`src/hw/rtl/wsh64_pkg.sv`:
```
// Constants shared by the word stream string hash block.
`default_nettype none
package wsh64_pkg;

    localparam logic [63:0] C_HASH_SEED  = 64'h0000_0000_0000_DEAD;
    localparam logic [63:0] C_WORD_MUL_A = 64'hbf58_476d_1ce4_e5b9;
    localparam logic [63:0] C_WORD_MUL_B = 64'h94d0_49bb_1331_11eb;
    localparam logic [63:0] C_FMIX_MUL_A = 64'hff51_afd7_ed55_8ccd;
    localparam logic [63:0] C_FMIX_MUL_B = 64'hc4ce_b9fe_1a85_ec53;
    localparam int unsigned C_WORD_SHIFT = 24;
    localparam int unsigned C_FMIX_SHIFT = 33;
    localparam logic [3:0]  C_FULL_COUNT = 4'd8;

    typedef enum logic [1:0] {
        PH_LO_LO = 2'd0,
        PH_LO_HI = 2'd1,
        PH_HI_LO = 2'd2
    } t_mul_phase;

endpackage
`default_nettype wire

```
`src/hw/rtl/word_stream_string_hash64_top.sv`:
```
// Top level of the word stream string hash: sequencer around one shared 32x32 multiplier.
//
//  channel | dir | handshake              | payload
//  s       | in  | i_s_tvalid/o_s_tready  | tdata {pad, byte_count, data_word}, tlast = last
//  m       | out | o_m_tvalid/i_m_tready  | tdata hash_value, tuser error
//
// Each 64-bit multiply takes three passes through the one 32x32 multiplier.
// A full non-last word passes through accept, 3 multiplies and 1 shift-xor.
// A last item adds the finalizer: 3 shift-xors and 2 multiplies.
// A short non-last item sets the error flag and leaves the hash unchanged. Reset is synchronous, active low.
// The result waits in an output register; the finalizer holds only if it is still full.
`default_nettype none
module word_stream_string_hash64_top
    import wsh64_pkg::*;
(
    input  wire logic        i_clk,
    input  wire logic        i_rst_n,
    input  wire logic        i_s_tvalid,
    output logic             o_s_tready,
    input  wire logic [71:0] i_s_tdata,   // [63:0] data_word, [67:64] byte_count, [71:68] zero
    input  wire logic        i_s_tlast,
    output logic             o_m_tvalid,
    input  wire logic        i_m_tready,
    output logic [63:0]      o_m_tdata,   // [63:0] hash_value
    output logic             o_m_tuser    // [0] error
);

    typedef enum logic [3:0] {
        S_IDLE,
        S_W_MA,
        S_W_SH,
        S_W_MB,
        S_H_MFA,
        S_T_MFB,
        S_F_SH1,
        S_F_MA,
        S_F_SH2,
        S_F_MB,
        S_F_SH3
    } t_state;

    t_state      r_state;
    t_mul_phase  r_phase;
    logic [63:0] r_h;
    logic [63:0] r_x;
    logic [63:0] r_acc;
    logic        r_bad;
    logic        r_last;
    logic [2:0]  r_count7;
    logic        r_m_valid;
    logic [63:0] r_m_hash;
    logic        r_m_err;

    logic [63:0] in_word;
    logic [3:0]  in_cnt_raw;
    logic [3:0]  in_cnt;
    logic [63:0] tail_mask;
    logic [63:0] mul_const;
    logic [31:0] mul_a;
    logic [31:0] mul_b;
    logic [63:0] mul_prod;
    logic [63:0] mul_res;
    logic        in_accept;

    assign in_word    = i_s_tdata[63:0];
    assign in_cnt_raw = i_s_tdata[67:64];
    assign in_cnt     = (in_cnt_raw > C_FULL_COUNT) ? C_FULL_COUNT : in_cnt_raw;
    assign tail_mask  = (64'd1 << {in_cnt[2:0], 3'b000}) - 64'd1;
    assign o_s_tready = (r_state == S_IDLE);
    assign in_accept  = i_s_tvalid && o_s_tready;
    assign o_m_tvalid = r_m_valid;
    assign o_m_tdata  = r_m_hash;
    assign o_m_tuser  = r_m_err;

    always_comb begin
        unique case (r_state)
            S_W_MA:  mul_const = C_WORD_MUL_A;
            S_W_MB:  mul_const = C_WORD_MUL_B;
            S_H_MFA: mul_const = C_FMIX_MUL_A;
            S_F_MA:  mul_const = C_FMIX_MUL_A;
            default: mul_const = C_FMIX_MUL_B;
        endcase
    end

    always_comb begin
        unique case (r_phase)
            PH_LO_LO: begin
                mul_a = r_x[31:0];
                mul_b = mul_const[31:0];
            end
            PH_LO_HI: begin
                mul_a = r_x[31:0];
                mul_b = mul_const[63:32];
            end
            default: begin
                mul_a = r_x[63:32];
                mul_b = mul_const[31:0];
            end
        endcase
    end

    assign mul_prod = {32'd0, mul_a} * {32'd0, mul_b};
    assign mul_res  = r_acc + {mul_prod[31:0], 32'd0};

    always_ff @(posedge i_clk) begin
        if (!i_rst_n) begin
            r_state   <= S_IDLE;
            r_phase   <= PH_LO_LO;
            r_h       <= C_HASH_SEED;
            r_bad     <= 1'b0;
            r_m_valid <= 1'b0;
        end else begin
            if (r_m_valid && i_m_tready && r_state != S_F_SH3) begin
                r_m_valid <= 1'b0;
            end
            unique case (r_state)
                S_IDLE: begin
                    if (in_accept) begin
                        r_last   <= i_s_tlast;
                        r_count7 <= in_cnt[2:0];
                        r_phase  <= PH_LO_LO;
                        if (in_cnt == C_FULL_COUNT) begin
                            r_x     <= in_word;
                            r_state <= S_W_MA;
                        end else if (!i_s_tlast) begin
                            r_bad <= 1'b1;
                        end else if (in_cnt == 4'd0) begin
                            r_x     <= r_h;
                            r_state <= S_F_SH1;
                        end else begin
                            r_x     <= r_h ^ (in_word & tail_mask);
                            r_state <= S_T_MFB;
                        end
                    end
                end
                S_W_MA, S_W_MB, S_H_MFA, S_T_MFB, S_F_MA, S_F_MB: begin
                    unique case (r_phase)
                        PH_LO_LO: begin
                            r_acc   <= mul_prod;
                            r_phase <= PH_LO_HI;
                        end
                        PH_LO_HI: begin
                            r_acc   <= mul_res;
                            r_phase <= PH_HI_LO;
                        end
                        default: begin
                            r_phase <= PH_LO_LO;
                            unique case (r_state)
                                S_W_MA: begin
                                    r_x     <= mul_res;
                                    r_state <= S_W_SH;
                                end
                                S_W_MB: begin
                                    r_x     <= r_h ^ mul_res;
                                    r_state <= S_H_MFA;
                                end
                                S_H_MFA, S_T_MFB: begin
                                    if (r_last) begin
                                        r_x     <= mul_res ^ {61'd0, r_count7};
                                        r_state <= S_F_SH1;
                                    end else begin
                                        r_h     <= mul_res;
                                        r_state <= S_IDLE;
                                    end
                                end
                                S_F_MA: begin
                                    r_x     <= mul_res;
                                    r_state <= S_F_SH2;
                                end
                                default: begin
                                    r_x     <= mul_res;
                                    r_state <= S_F_SH3;
                                end
                            endcase
                        end
                    endcase
                end
                S_W_SH: begin
                    r_x     <= r_x ^ (r_x >> C_WORD_SHIFT);
                    r_state <= S_W_MB;
                end
                S_F_SH1: begin
                    r_x     <= r_x ^ (r_x >> C_FMIX_SHIFT);
                    r_state <= S_F_MA;
                end
                S_F_SH2: begin
                    r_x     <= r_x ^ (r_x >> C_FMIX_SHIFT);
                    r_state <= S_F_MB;
                end
                default: begin
                    if (!r_m_valid || i_m_tready) begin
                        r_m_valid <= 1'b1;
                        r_m_hash  <= r_x ^ (r_x >> C_FMIX_SHIFT);
                        r_m_err   <= r_bad;
                        r_h       <= C_HASH_SEED;
                        r_bad     <= 1'b0;
                        r_state   <= S_IDLE;
                    end
                end
            endcase
        end
    end

endmodule
`default_nettype wire
```
`config.mk`:
```
export PLATFORM = sky130hd
export DESIGN_NAME = word_stream_string_hash64_top
export DESIGN_NICKNAME = d
export VERILOG_FILES = /design/src/hw/rtl/wsh64_pkg.sv /design/src/hw/rtl/word_stream_string_hash64_top.sv
export SDC_FILE = /design/constraint.sdc
export NUM_CORES = 2
export LEC_CHECK = 0
export ABC_AREA = 1
export BUFFER_PORTS_ARGS = -buffer_cell sky130_fd_sc_hd__buf_2
export CELL_PAD_IN_SITES_DETAIL_PLACEMENT = 0
export CELL_PAD_IN_SITES_GLOBAL_PLACEMENT = 1
export CORE_AREA = 2 2 303 305
export DETAILED_ROUTE_END_ITERATION = 8
export DIE_AREA = 0 0 305 307
export HOLD_SLACK_MARGIN = 0.03
export PLACE_DENSITY = 0.9
export SYNTH_ARGS = -nofsm -noshare
export SYNTH_HDL_FRONTEND = slang
export SYNTH_SLANG_ARGS = --single-unit
```
`constraint.sdc`:
```
create_clock -name i_clk -period 17.1 [get_ports i_clk]
set_input_delay 0.855 -clock i_clk [delete_from_list [all_inputs] [get_ports i_clk]]
set_output_delay 0.855 -clock i_clk [all_outputs]
set_load 0.03 [all_outputs]
```
# --- Yosys cells after proc, flatten, opt, wreduce, memory -nomap -nowiden ---
# Cells that the tools add are included.
word_totals:
  register_bits: 269
  out_inout_bits: 67
  memories: 0
  ramBits: 0
  latchBits: 0
  rom_bits: 0
op_classes:
  mux: 38
  n_eq_ne: 20
  mul: 1
  bitwise_logic: 9
  reduce_logical: 30
  addsub: 2
  n_div: 0
  magnitude_cmp: 1
  n_shift: 1
op_table:
  columns: ["op", "count"]
  rows:
  - ["two-way mux 64 bit", 10]
  - ["one-hot mux 64 bit (2 select lines)", 3]
  - ["one-hot mux 64 bit (4 select lines)", 1]
  - ["one-hot mux 63 bit (3 select lines)", 1]
  - ["XOR 64 bit", 2]
  - ["adder 64 bit", 1]
  - ["AND 64 bit", 1]
  - ["multiplier 32 x 32 -> 64 bit", 1]
  - ["two-way mux 32 bit", 2]
  - ["left shift 1 x 6 -> 64 bit (first input constant)", 1]
  - ["subtractor 64 x 1 -> 64 bit (second input constant)", 1]
  - ["XOR 64 x 3 -> 64 bit", 1]
  - ["XOR 64 x 31 -> 64 bit", 1]
  - ["XOR 64 x 40 -> 64 bit", 1]
  - ["two-way mux 4 bit", 6]
  - ["one-hot mux 4 bit (5 select lines)", 1]
  - ["== test 4 x 3 -> 1 bit (second input constant)", 4]
  - ["one-hot mux 4 bit (4 select lines)", 1]
  - ["== test 4 bit (second input constant)", 3]
  - ["AND reduction 5 bit", 2]
  - ["OR reduction 10 bit", 1]
  - ["AND reduction 3 bit", 3]
  - ["OR reduction 9 bit", 1]
  - ["== test 4 x 2 -> 1 bit (second input constant)", 2]
  - ["28 further kinds", 51]

# --- Logic depth before layout (Yosys ltp) ---
depth:
  ltp_word: 11
  ltp_mapped: 49

# --- Worst setup path before layout ---
# Ideal clock, no wire load.
synth_timing:
  path_kind: "reg2reg"
  start: "reg r_phase[1]"
  end: "reg r_x[59] (data pin)"
  path_buffers: 4
  stages_incl_launch_ff: 40
  setup_slack_ns: 8.526
  arrival_ns: 8.320
  setup_ns: 0.254
  required_ns: 16.846
  cell_sequence: "dfxtp_1 -> clkbuf_1 -> buf_2 -> nand2_1 -> o21ai_0 -> clkbuf_1 -> clkbuf_1 -> nand2_1 -> fa_1 -> inv_1 -> fa_1 -> inv_1 -> fa_1 -> inv_1 -> fa_1 -> inv_1 -> fa_1 -> inv_1 -> [4 not listed] -> nand2_1 -> nor2_1 -> inv_1 -> nor2_1 -> inv_1 -> o211ai_1 -> xor2_1 -> ha_1 -> nand2_1 -> inv_1 -> a21oi_1 -> o21ai_0 -> a21oi_1 -> nand3b_1 -> nand2_1 -> o21ai_0 -> nand3_1 -> nand2_1"
synth_via:
  elab_chain_len: 10
synth_lines:
  columns: ["element", "line", "text"]
  rows:
  - ["from (decl)", "word_stream_string_hash64_top.sv:43", "t_mul_phase r_phase;"]
  - ["from (signal assigned)", "word_stream_string_hash64_top.sv:108", "r_phase <= PH_LO_LO;"]
  - ["from (signal assigned)", "word_stream_string_hash64_top.sv:121", "r_phase <= PH_LO_LO;"]
  - ["from (signal assigned)", "word_stream_string_hash64_top.sv:140", "r_phase <= PH_LO_HI;"]
  - ["== test 2 x 1 -> 1 bit / logical NOT 2 bit (equally long branches)", "word_stream_string_hash64_top.sv:86", "unique case (r_phase)"]
  - ["OR reduction 2 bit (no source line)", null, null]
  - ["two-way mux 32 bit", "word_stream_string_hash64_top.sv:86", null]
  - ["multiplier 32 x 32 -> 64 bit *", "word_stream_string_hash64_top.sv:102", "assign mul_prod = {32'd0, mul_a} * {32'd0, mul_b};"]
  - ["adder 64 bit *", "word_stream_string_hash64_top.sv:103", "assign mul_res = r_acc + {mul_prod[31:0], 32'd0};"]
  - ["XOR 64 x 3 -> 64 bit", "word_stream_string_hash64_top.sv:159", "r_x <= mul_res ^ {61'd0, r_count7};"]
  - ["two-way mux 64 bit", "word_stream_string_hash64_top.sv:158", "if (r_last) begin"]
  - ["one-hot mux 64 bit (2 select lines) *", "word_stream_string_hash64_top.sv:148", "unique case (r_state)"]
  - ["two-way mux 64 bit *", "word_stream_string_hash64_top.sv:137", "unique case (r_phase)"]
  - ["one-hot mux 64 bit (4 select lines) *", "word_stream_string_hash64_top.sv:116", "unique case (r_state)"]
  - ["to (signal assigned)", "word_stream_string_hash64_top.sv:150", "r_x <= mul_res;"]
  - ["to (signal assigned)", "word_stream_string_hash64_top.sv:154", "r_x <= r_h ^ mul_res;"]
  - ["to (signal assigned)", "word_stream_string_hash64_top.sv:159", null]
  - ["to (decl)", "word_stream_string_hash64_top.sv:45", "logic [63:0] r_x;"]
# Every way passes the cells marked *; elsewhere a longest branch is shown, timed or not. The select of a mux whose other input is x is not followed.
# A chain may end at the register's enable or synchronous reset.

# --- Worst setup path after layout ---
layout_timing:
  start: "reg r_phase[1]"
  end: "reg r_acc[63] (data pin)"
layout_via:
  elab_chain_len: 6
layout_lines:
  columns: ["element", "line", "text"]
  rows:
  - ["== test 2 x 1 -> 1 bit / logical NOT 2 bit (equally long branches)", "word_stream_string_hash64_top.sv:86, word_stream_string_hash64_top.sv:137", null]
  - ["OR reduction 2 bit (no source line)", null, null]
  - ["two-way mux 32 bit", "word_stream_string_hash64_top.sv:86", null]
  - ["multiplier 32 x 32 -> 64 bit", "word_stream_string_hash64_top.sv:102", null]
  - ["adder 64 bit", "word_stream_string_hash64_top.sv:103", null]
  - ["one-hot mux 64 bit (2 select lines) *", "word_stream_string_hash64_top.sv:137", null]
  - ["to (signal assigned)", "word_stream_string_hash64_top.sv:139", "r_acc <= mul_prod;"]
  - ["to (signal assigned)", "word_stream_string_hash64_top.sv:143", "r_acc <= mul_res;"]
  - ["to (decl)", "word_stream_string_hash64_top.sv:46", "logic [63:0] r_acc;"]
# Every way passes the cells marked *; elsewhere a longest branch is shown, timed or not.

==> results.toml <==
[placed_design]
io_buffers = 139
dp_hpwl_um = 143000
place.gp.congestion = 1.03

[synth]
synth-main-ff-cell = "edfxtp_1"
synth-compound-area-share = 0.0715
synth_edf_count = 197
yosys.area_share.adder = 0.446
syn_inst = 5972
yosysTopAreaCellShare = 0.370
ys_warn_count = 0
synthTopCellsByArea = "fa_1, edfxtp_1, nand2_1, inv_1, ha_1"
ys_seq_area_frac = 0.152
synth_top_cell_by_area = "fa_1"
synth-xor-area-share = 0.0235
synth-seq-cells = 269
postSynth.asyncResetShare = 0
synth_simple_gate_area_share = 0.190
syn_avg_cell_area_um2 = 8.12
synth_top_family_by_area = "adder cells"
synth_nets = 7242
synth.area.mux_share = 0
synth_area_um2 = 48500
ys_types = 48

[clocking]
cts_num_sinks = 269
clkLatencyLatePin_ns = 0.56
cts_tree = "yes"
cts-root-buf = "clkbuf_16"
clk_path_buf_depth = 3
cts-buffers-inserted = 25
hold_buffers = 0
cts_max_level = 1
cts_setup_buffers = 0
cts_resized = 0
clk_pin_slew_worst_paths_ns = 0.07

[worst_setup_path]
r2r_start = "r_phase[1]"
cpMaxStageDelayCell = "buf_4"
cp-start-kind = "flop"
cp.required_ns = 17.40
cp_slowest_stage_delay_ns = 0.68
critPathMaxFanout = 67
rrSetupSlack_ns = 4.51
cp.arrival_ns = 12.89
r2r_end = "r_acc[63]"
reg2reg_depth = 47
cp-end-kind = "flop"
crit_type = "flop to flop"
cpMostUsedCell = "inv_1"

[die]
io_pins = 144
die_width_um = 305
coreArea_um2 = 90700
die_h_um = 307
die_area_um2 = 93600
start_util = 0.535
rows = 111

[timing]
slew_headroom = 0.101
drv_slew = 0
finalSetupViolations = 0
fin_crit_ns = 12.59
max_freq_ghz = 0.0794
period_share = 0.736
hold_viol = 0
rsz0062_at_grt = "false"
worst_pin_slew_ns = 1.34
fin_skew_ns = 0.0101
fin_tns_setup_ns = 0

[global_route]
grt_pass1_vias = 41400
antenna_found_initial = 3
grt.overflow.total = 0
grt_pass1_wl_um = 264000
grt_usage = 0.383
grt_max_degree = 76

[flow_run]
cap_violations = 0

[hold_path]
holdCritStartpoint = "r_bad"
min_path_type = "flop to flop"
hold_end = "o_m_tuser"
hold_depth = 0

[drt]
drc = 0
ant_nets = 0
dr.pass1.iters = 6
drt-initial-drc-count = 4886
wl_per_cell_um = 24.7
routed_wl_um = 178000
vias = 42100
vias_per_cell = 5.85

[final_layout]
ff_latch_area_um2 = 7360
final_nets = 7256
diodes = 0
multi_input_area_um2 = 35600
n_fill_cell = 8473
drive_gt1_frac = 0.0585
syn_to_final_growth_pct = 5.68

[run_status]
status = "finished clean"
==> per-layer routing <==
| metal | global-route usage | part of all wire |
|---|---|---|
| met3 | 0.107 | 0.13 |
| met5 | 0 | 0.00025 |
| met1 | 0.538 | 0.39 |
| met2 | 0.561 | 0.42 |
| met4 | 0.156 | 0.051 |
==> state kept, by name, indices dropped and copies added, names as in the netlist <==
| register | count |
|---|---|
| r_acc | 64 |
| r_count7 | 3 |
| r_h | 64 |
| r_last | 1 |
| r_state | 4 |
| r_phase | 2 |
| o_m_tvalid | 1 |
| r_x | 64 |
| o_m_tuser | 1 |
| r_bad | 1 |
| o_m_tdata | 64 |
==> synthesized netlist by cell type, types with 15 or more instances <==
| library cell | count |
|---|---|
| nand2_1 | 1255 |
| buf_2 | 58 |
| o221ai_1 | 19 |
| o211ai_1 | 29 |
| ha_1 | 296 |
| fa_1 | 897 |
| xnor2_1 | 22 |
| a21o_1 | 23 |
| nor2_1 | 682 |
| dfxtp_1 | 72 |
| a21oi_1 | 225 |
| inv_2 | 27 |
| a32oi_1 | 15 |
| a31oi_1 | 17 |
| clkbuf_1 | 149 |
| nand4_1 | 43 |
| nand3_1 | 228 |
| o21ai_1 | 35 |
| edfxtp_1 | 197 |
| o21ai_0 | 181 |
| o21bai_1 | 25 |
| inv_1 | 1218 |
| xor2_1 | 108 |
| nor3_1 | 34 |
==> how the worst max path moves through the flow <==
stage                          start        end  slack [ns]  cells after the start
after floorplan           r_phase[1]    r_x[59]        8.53                     39
after global placement    r_phase[1]    r_x[63]        4.82                     46
after detailed placement  r_phase[1]    r_x[63]        4.73                     47
after CTS                 r_phase[1]    r_x[63]        4.72                     47
after global routing      r_phase[1]    r_x[63]        3.89                     48
final                     r_phase[1]  r_acc[63]        4.51                     47
==> final cells by class <==
cell class | instances | area share
sequential | 269 | 0.144
clock inverter | 17 | 0.00359
tap | 1186 | 0.0289
inverter | 1255 | 0.0920
timing repair buffer | 215 | 0.0247
multi-input combinational | 4220 | 0.695
clock buffer | 28 | 0.0124
==> placed cells by master, fill, tap and decap left out, types with 4 or more instances in the layout <==
cell type	instances
edfxtp_1	197
o21bai_1	25
clkinv_1	14
clkinv_2	4
a22oi_1	10
nor2_2	12
o21ai_0	171
o21ai_1	29
a31oi_1	17
or2_2	14
buf_4	76
nand2_1	1252
nand3b_1	14
o211ai_1	29
xor2_1	108
nand2_2	7
nor2_4	7
o21ai_2	18
buf_2	139
xnor2_1	22
a21oi_1	224
nand4_1	43
nand3_1	228
bufinv_16	4
inv_2	29
nor2_1	677
inv_1	1217
fa_1	897
o21a_1	4
dfxtp_1	71
o221ai_1	19
ha_1	296
clkbuf_16	25
a32oi_1	15
a21o_1	23
nor3_1	31
==> critical path, delay by kind of cell, from the launching register on <==
family	cells	cell delay, ns
buffers and inverters	18	3.80
xor gates and xnor gates	1	0.64
AOI/OAI and AO/OA	3	0.90
DFF	1	0.32
and+or+nand+nor	15	2.06
adders and majority gates	10	4.50
==> per-stage QoR <==
step | worst slack, ns | instance area (µm²) | hold WS [ns] | utilization | instances
floorplan | 8.53 | 48500 | 0.409 | - | 5972
global placement | 4.82 | 50500 | 0.421 | 0.556 | 7145
global route | 3.89 | 51300 | 0.441 | 0.565 | 7190
CTS | 4.72 | 51300 | 0.439 | 0.565 | 7190
detailed placement | 4.73 | 50500 | 0.424 | 0.556 | 7145
finish | 4.51 | 51300 | 0.456 | 0.565 | 7190
==> logic make-up after synthesis <==
| group | count (synthesis) |
|---|---|
| adder cells (fa/ha/maj) | 1193 |
| AND/OR/NAND/NOR | 2294 |
| XOR/XNOR | 130 |
| flip-flops | 269 |
| buffers and inverters | 1483 |
| AO/OA/AOI/OAI | 603 |
Power is left out: the tool's default activity adds up to more than one toggle a clock period on the data nets, which glitch-free logic cannot reach.
